--- config.mk ---
export PLATFORM = sky130hd
export DESIGN_NAME = sorted_priority_queue_flat
export DESIGN_NICKNAME = d
export VERILOG_FILES = /design/src/design/spq_pkg.sv /design/src/design/spq_if.sv /design/src/design/spq_cell.sv /design/src/design/sorted_priority_queue.sv /design/src/flat_wrapper.sv
export SDC_FILE = /design/constraint.sdc
export NUM_CORES = 2
export LEC_CHECK = 0
export ABC_AREA = 1
export BUFFER_PORTS_ARGS = -buffer_cell sky130_fd_sc_hd__buf_2
export CORE_UTILIZATION = 40
export CTS_CLUSTER_DIAMETER = 120
export DETAILED_ROUTE_END_ITERATION = 10
export HOLD_SLACK_MARGIN = 0.1
export SYNTH_ARGS = -nofsm -noshare
export SYNTH_HDL_FRONTEND = slang
export SYNTH_HIERARCHICAL = 1
export SYNTH_SLANG_ARGS = --single-unit
--- constraint.sdc ---
create_clock -name clk_i -period 4.52 [get_ports clk_i]
set_clock_uncertainty 0.05 [all_clocks]
set_input_delay 0.226 -clock clk_i [delete_from_list [all_inputs] [get_ports clk_i]]
set_output_delay 0.226 -clock clk_i [all_outputs]
set_load 0.02 [all_outputs]
--- src/design/spq_pkg.sv ---
// Shared types and constants for the sorted priority queue.
package spq_pkg;

  localparam int DEPTH = 16;
  localparam int CNT_W = $clog2(DEPTH + 1);
  localparam int KEY_W = 32;
  localparam int TAG_W = 16;
  localparam int OCC_W = 5;

  typedef enum logic {
    REQ_PUSH = 1'b0,
    REQ_POP  = 1'b1
  } req_type_e;

  typedef enum logic [1:0] {
    STATUS_OK    = 2'd0,
    STATUS_FULL  = 2'd1,
    STATUS_EMPTY = 2'd2
  } status_e;

  typedef struct packed {
    logic                    valid;
    logic signed [KEY_W-1:0] key;
    logic [TAG_W-1:0]        tag;
  } entry_t;

  // Broadcast to every cell; push and pop are only set when the beat really acts.
  typedef struct packed {
    logic                    push;
    logic                    pop;
    logic signed [KEY_W-1:0] key;
    logic [TAG_W-1:0]        tag;
  } cell_cmd_t;

endpackage

--- src/design/spq_if.sv ---
// Request and response channel interfaces for the sorted priority queue.
interface spq_req_if;
  logic              valid;
  logic              ready;
  logic              req_type;
  logic signed [31:0] key;
  logic [15:0]       tag;

  modport source (output valid, output req_type, output key, output tag, input ready);
  modport sink   (input valid, input req_type, input key, input tag, output ready);
endinterface

interface spq_rsp_if;
  logic              valid;
  logic              ready;
  logic [1:0]        status;
  logic signed [31:0] out_key;
  logic [15:0]       out_tag;
  logic [4:0]        occupancy;

  modport source (output valid, output status, output out_key, output out_tag,
                  output occupancy, input ready);
  modport sink   (input valid, input status, input out_key, input out_tag,
                  input occupancy, output ready);
endinterface

--- src/design/spq_cell.sv ---
// One slot of the sorted list: holds an entry, shifts right on push, left on pop.
module spq_cell
  import spq_pkg::*;
(
  input  logic      clk_i,
  input  logic      rst_ni,
  input  cell_cmd_t cmd_i,
  input  entry_t    left_i,
  input  logic      left_ge_i,
  input  entry_t    right_i,
  output entry_t    entry_o,
  output logic      ge_o
);

  logic                    valid_q, valid_d;
  logic signed [KEY_W-1:0] key_q, key_d;
  logic [TAG_W-1:0]        tag_q, tag_d;

  // New key belongs at or ahead of this slot.
  assign ge_o = !valid_q || ($signed(cmd_i.key) >= $signed(key_q));

  always_comb begin
    valid_d = valid_q;
    key_d   = key_q;
    tag_d   = tag_q;
    if (cmd_i.push) begin
      if (left_ge_i) begin
        valid_d = left_i.valid;
        key_d   = left_i.key;
        tag_d   = left_i.tag;
      end else if (ge_o) begin
        valid_d = 1'b1;
        key_d   = cmd_i.key;
        tag_d   = cmd_i.tag;
      end
    end else if (cmd_i.pop) begin
      valid_d = right_i.valid;
      key_d   = right_i.key;
      tag_d   = right_i.tag;
    end
  end

  always_ff @(posedge clk_i or negedge rst_ni) begin
    if (!rst_ni) begin
      valid_q <= 1'b0;
    end else begin
      valid_q <= valid_d;
    end
  end

  always_ff @(posedge clk_i) begin
    key_q <= key_d;
    tag_q <= tag_d;
  end

  assign entry_o = '{valid: valid_q, key: key_q, tag: tag_q};

endmodule

--- src/design/sorted_priority_queue.sv ---
// Top level of the sorted priority queue: cell row, entry count and response register.

// Max-priority queue of DEPTH entries kept sorted in a row of cells, largest
// signed Q16.16 key at the front; equal keys leave newest first. Every cell
// compares the incoming key with its own entry in the same cycle, so a push or
// pop is taken each unstalled cycle; its response appears next cycle, held in
// an output register while the sink stalls; a new request is accepted in the
// same cycle the held response is taken. Push to a full queue returns status
// full, pop of an empty queue returns status empty; both leave the queue
// unchanged. Occupancy is the entry count after the request, low 5 bits.
module sorted_priority_queue
  import spq_pkg::*;
(
  input  logic clk_i,
  input  logic rst_ni,
  spq_req_if.sink   req_i,
  spq_rsp_if.source rsp_o
);

  entry_t            cell_entry [DEPTH];
  logic [DEPTH-1:0]  cell_ge;
  logic [DEPTH-1:0]  valid_vec;
  cell_cmd_t         cmd;

  logic [CNT_W-1:0]  count_q, count_d;
  logic              full, empty, req_fire, is_push, is_pop;

  logic              rsp_valid_q;
  status_e           status_q, status_d;
  logic signed [KEY_W-1:0] out_key_q, out_key_d;
  logic [TAG_W-1:0]  out_tag_q, out_tag_d;
  logic [OCC_W-1:0]  occ_q, occ_d;
  logic [CNT_W+OCC_W-1:0] count_ext;

  assign req_i.ready = !rsp_valid_q || rsp_o.ready;
  assign req_fire    = req_i.valid && req_i.ready;
  assign is_push     = (req_i.req_type == REQ_PUSH);
  assign is_pop      = (req_i.req_type == REQ_POP);
  assign full        = (count_q == CNT_W'(DEPTH));
  assign empty       = (count_q == '0);

  assign cmd.push = req_fire && is_push && !full;
  assign cmd.pop  = req_fire && is_pop && !empty;
  assign cmd.key  = req_i.key;
  assign cmd.tag  = req_i.tag;

  for (genvar i = 0; i < DEPTH; i++) begin : g_cell
    entry_t left_entry, right_entry;
    logic   left_ge;

    if (i == 0) begin : g_first
      assign left_entry = '0;
      assign left_ge    = 1'b0;
    end else begin : g_mid
      assign left_entry = cell_entry[i-1];
      assign left_ge    = cell_ge[i-1];
    end

    if (i == DEPTH - 1) begin : g_last
      assign right_entry = '0;
    end else begin : g_inner
      assign right_entry = cell_entry[i+1];
    end

    spq_cell u_cell (
      .clk_i     (clk_i),
      .rst_ni    (rst_ni),
      .cmd_i     (cmd),
      .left_i    (left_entry),
      .left_ge_i (left_ge),
      .right_i   (right_entry),
      .entry_o   (cell_entry[i]),
      .ge_o      (cell_ge[i])
    );

    assign valid_vec[i] = cell_entry[i].valid;
  end

  always_comb begin
    count_d = count_q;
    if (cmd.push) begin
      count_d = count_q + CNT_W'(1);
    end else if (cmd.pop) begin
      count_d = count_q - CNT_W'(1);
    end
  end

  assign count_ext = (CNT_W + OCC_W)'(count_d);

  always_comb begin
    status_d  = STATUS_OK;
    out_key_d = '0;
    out_tag_d = '0;
    occ_d     = count_ext[OCC_W-1:0];
    if (is_push) begin
      if (full) begin
        status_d = STATUS_FULL;
      end
    end else begin
      if (empty) begin
        status_d = STATUS_EMPTY;
      end else begin
        out_key_d = cell_entry[0].key;
        out_tag_d = cell_entry[0].tag;
      end
    end
  end

  always_ff @(posedge clk_i or negedge rst_ni) begin
    if (!rst_ni) begin
      count_q     <= '0;
      rsp_valid_q <= 1'b0;
    end else begin
      count_q <= count_d;
      if (req_fire) begin
        rsp_valid_q <= 1'b1;
      end else if (rsp_o.ready) begin
        rsp_valid_q <= 1'b0;
      end
    end
  end

  always_ff @(posedge clk_i) begin
    if (req_fire) begin
      status_q  <= status_d;
      out_key_q <= out_key_d;
      out_tag_q <= out_tag_d;
      occ_q     <= occ_d;
    end
  end

  assign rsp_o.valid     = rsp_valid_q;
  assign rsp_o.status    = status_q;
  assign rsp_o.out_key   = out_key_q;
  assign rsp_o.out_tag   = out_tag_q;
  assign rsp_o.occupancy = occ_q;

  // Entry count tracks the occupied cells.
  a_count_matches: assert property (@(posedge clk_i) disable iff (!rst_ni)
    $countones(valid_vec) == count_q)
    else $error("entry count differs from occupied cells");

  // Occupied cells always form a solid run from the front.
  a_packed_front: assert property (@(posedge clk_i) disable iff (!rst_ni)
    (valid_vec & (valid_vec + DEPTH'(1))) == '0)
    else $error("hole in the cell row");

  // A push beat on a full queue comes back rejected.
  a_full_reject: assert property (@(posedge clk_i) disable iff (!rst_ni)
    (req_fire && is_push && full) |=> (rsp_o.valid && rsp_o.status == STATUS_FULL))
    else $error("push on full queue not rejected");

endmodule

--- src/flat_wrapper.sv ---
// flat-port wrapper written by rule: the top's interface ports become plain ports
module sorted_priority_queue_flat import spq_pkg::*;
  (clk_i, rst_ni, req_i_valid, req_i_req_type, req_i_key, req_i_tag, req_i_ready, rsp_o_valid, rsp_o_status, rsp_o_out_key, rsp_o_out_tag, rsp_o_occupancy, rsp_o_ready);
  spq_req_if req_i_i ();
  spq_rsp_if rsp_o_i ();
  input  logic clk_i;
  input  logic rst_ni;
  input wire logic [$bits(req_i_i.valid)-1:0] req_i_valid;
  input wire logic [$bits(req_i_i.req_type)-1:0] req_i_req_type;
  input wire logic [$bits(req_i_i.key)-1:0] req_i_key;
  input wire logic [$bits(req_i_i.tag)-1:0] req_i_tag;
  output wire logic [$bits(req_i_i.ready)-1:0] req_i_ready;
  output wire logic [$bits(rsp_o_i.valid)-1:0] rsp_o_valid;
  output wire logic [$bits(rsp_o_i.status)-1:0] rsp_o_status;
  output wire logic [$bits(rsp_o_i.out_key)-1:0] rsp_o_out_key;
  output wire logic [$bits(rsp_o_i.out_tag)-1:0] rsp_o_out_tag;
  output wire logic [$bits(rsp_o_i.occupancy)-1:0] rsp_o_occupancy;
  input wire logic [$bits(rsp_o_i.ready)-1:0] rsp_o_ready;
  assign req_i_i.valid = req_i_valid;
  assign req_i_i.req_type = req_i_req_type;
  assign req_i_i.key = req_i_key;
  assign req_i_i.tag = req_i_tag;
  assign req_i_ready = req_i_i.ready;
  assign rsp_o_valid = rsp_o_i.valid;
  assign rsp_o_status = rsp_o_i.status;
  assign rsp_o_out_key = rsp_o_i.out_key;
  assign rsp_o_out_tag = rsp_o_i.out_tag;
  assign rsp_o_occupancy = rsp_o_i.occupancy;
  assign rsp_o_i.ready = rsp_o_ready;
  sorted_priority_queue u_core (.clk_i(clk_i), .rst_ni(rst_ni), .req_i(req_i_i), .rsp_o(rsp_o_i));
endmodule
==> summary.md <==
| Metric | Value |
|---|---|
| Lkg Pwr | `28.9 nW` |
| Area Growth Syn to Fin | `12.2%` |
| CTS Sinks | `845` |
| Worst setup SP type | `flip-flop` |
| Pin count of the biggest net entering global routing | `57` |
| Util after Layout | `0.454` |
| Ports | `110` |
| DP Wirelength | `110000 µm` |
| Total Routing Usage GR | `0.208` |
| Minimum clock period | `3820 ps` |
| Total Nets Final | `approximately 7600` |
| # DRC | `0` |
| Slowest-stage cell, CP | `nor2_4` |
| Clock tree from TritonCTS | `done` |
| Reg-to-Reg End | `u_core/g_cell[9].u_cell/key_q[4]$_DFFE_PP_` |
| First-pass GRT wire length | `238000 µm` |
| Crit path kind | `reg -> reg` |
| Antenna Violating Nets Remaining | `0` |
| Cts-stage hold buffer count | `39` |
| Syn Inst Count | `between 6000 and 7000` |
| Initial core utilization | `0.405` |
| Reg2Reg Depth | `16` |
| Drt total wl | `147000 µm` |
| Final Hold Vio Count | `0` |
| Setup bufs post-CTS | `0` |
| Largest stage delay, worst path | `870 ps` |
| Share of post-route cells with drive strength above 1 | `0.0785` |
| Port Buffers | `109` |
| Setup-failing EPs final | `0` |
| CTS Buffer Depth | `3` |
| CP endpoint | `u_core/g_cell[9].u_cell/key_q[4]$_DFFE_PP_` |
| Setup total negative slack | `0 ps` |
| Final Slew Violations | `0` |
| CTS Buf Count | `100` |
| Area of the mapped netlist | `0.0552 mm²` |
| Rel. slew slack | `0.208` |
| Antenna violations before repair | `0` |
| Die footprint | `between 0.1 and 0.15 mm²` |
| Max Clk Rate | `0.262 GHz` |
| Hold Path Class | `in -> reg` |
| Reg2reg start | `u_core/g_cell[8].u_cell/key_q[7]$_DFFE_PP_` |
| Max-Cap Viols | `0` |
| Syn_area_per_cell | `8.07 µm²` |
| Number of synthesis warnings | `6` |
| Worst hold slack | `161 ps` |
| WHS Path Cells | `3` |
| RSZ-0062 raised after global routing | `false` |
| Final clock period utilization by the worst path | `0.845` |
| Most frequent CP cell | `nand2_1` |
| Htree depth | `3` |
| Pre-Repair DR Iteration Count | `6` |
| Grt ovf | `0` |
| Slew of the pin with the lowest slew margin | `approximately 1200 ps` |
| R2r setup slk | `700 ps` |
| Placed cell areas | `0.0582 mm²` |
| DRT iter0 DRCs | `between 4000 and 5000` |
| CP max FO | `49` |
| Crit path required time | `slightly below 5000 ps` |
| GR Util met2 | `0.321` |
| Die span in y | `373 µm` |
| Total number of vias | `45300` |
| CP cell instances | `inv_1 -> ha_1 -> nand2_1 -> nor2_1 -> nand2_1 -> nand2_1 -> nand2_1 -> nand2_1 -> nand2_1 -> nand3_2 -> nand3_1 -> nor2_4 -> nand4_2 -> nand2_1 -> inv_2 -> buf_12` |
| Design area | `0.0619 mm²` |
| Post-CTS sizing | `0` |
| Global route hottest layer | `met2` |
| Setup crit end kind | `flip-flop` |
| Maximum vdd drop | `roughly 0.0003 V` |
| Total power draw | `0.0253 W` |
| Commonest non-fill, non-tap cells in the layout | `nand2_1 (2923), nand3_1 (841), edfxtp_1 (823), inv_1 (732), ha_1 (514)` |
| Outcome | `completed` |
| Routability cong. | `0.838` |
| Root buffer cell | `clkbuf_16` |
| Number of diodes | `0` |
| Number of core rows | `135` |
| Core box area | `between 0.1 and 0.15 mm²` |
| Commonest non-fill, non-tap cell in the layout | `nand2_1` |
| Clk Latency, worst-skew pair | `710 ps` |
| Met1 usage | `0.309` |
| CTS clk-pin slew, worst paths | `60 ps` |
| Crit path DAT | `4200 ps` |
| Die Wd | `about 370 µm` |
| Drt wl/cell | `around 16 µm` |
| Pwr dens | `a little over 400 mW/mm²` |
| GR Util met3 | `0.0254` |
| Start point of the critical path | `u_core/g_cell[8].u_cell/key_q[7]$_DFFE_PP_` |
| Vias/cell | `5.09` |
| Vias in the first global route | `43500` |
-- metal layers --
metal	routed length, µm	vias up	part of all wire
li1	-	22700	-
met1	71500	21100	0.49
met2	63100	1397	0.43
met3	9170	167	0.062
met4	3020	0	0.021
met5	0	-	0
-- registers in the layout, summed over array words and instances (netlist names), 2 cells and up --
register / count
u_core/count_q: 5
u_core/rsp_o.occupancy: 5
u_core/g_cell.u_cell/tag_q: 256
u_core/g_cell.u_cell/valid_q: 16
u_core/rsp_o.out_key: 32
u_core/rsp_o.status: 2
u_core/g_cell.u_cell/key_q: 512
u_core/rsp_o.out_tag: 16
-- area by class of cell --
class | count | area, µm²
flip-flops and latches | 845 | 25300
clock inverters | 54 | 497
repair buffers | 266 | 1940
fillers | 13400 | 74300
clock buffers | 132 | 2730
multi-input cells | 5077 | 26400
well taps | 1781 | 2230
inverters | 751 | 2820
-- power by group --
group          switching, W  internal (W)  leakage, nW  total [W]
clock               0.00336       0.00473         1.58    0.00809
combinational       0.00381       0.00208         19.2    0.00589
sequential         0.000995        0.0104         8.12     0.0114
-- through the flow --
step,setup WS (ps),std cells
global placement,483,8681
floorplan,492,6934
global route,425,8906
detailed placement,431,8681
CTS,601,8906
finish,701,8906
-- worst min-delay path by stage --
stage | start | to
6_report | req_i_key[28] | u_core/g_cell[15].u_cell/key_q[28]$_DFFE_PP_
3_5_place_dp | rst_ni | u_core/count_q[2]$_DFF_PN0_
5_1_grt | req_i_key[9] | u_core/g_cell[0].u_cell/key_q[9]$_DFFE_PP_
4_1_cts | req_i_key[9] | u_core/g_cell[5].u_cell/key_q[9]$_DFFE_PP_
2_1_floorplan | rst_ni | u_core/count_q[0]$_DFF_PN0_
3_3_place_gp | rst_ni | u_core/rsp_o.valid$_DFFE_PN0P_
-- critical path: cells and delay by family (launching register included) --
kind	cells	cell delay, ps
flops	1	400
simple gates	12	2480
fa+ha+maj	1	290
buf+inv	3	310
Note: power is estimated with default switching activity, not from simulation.
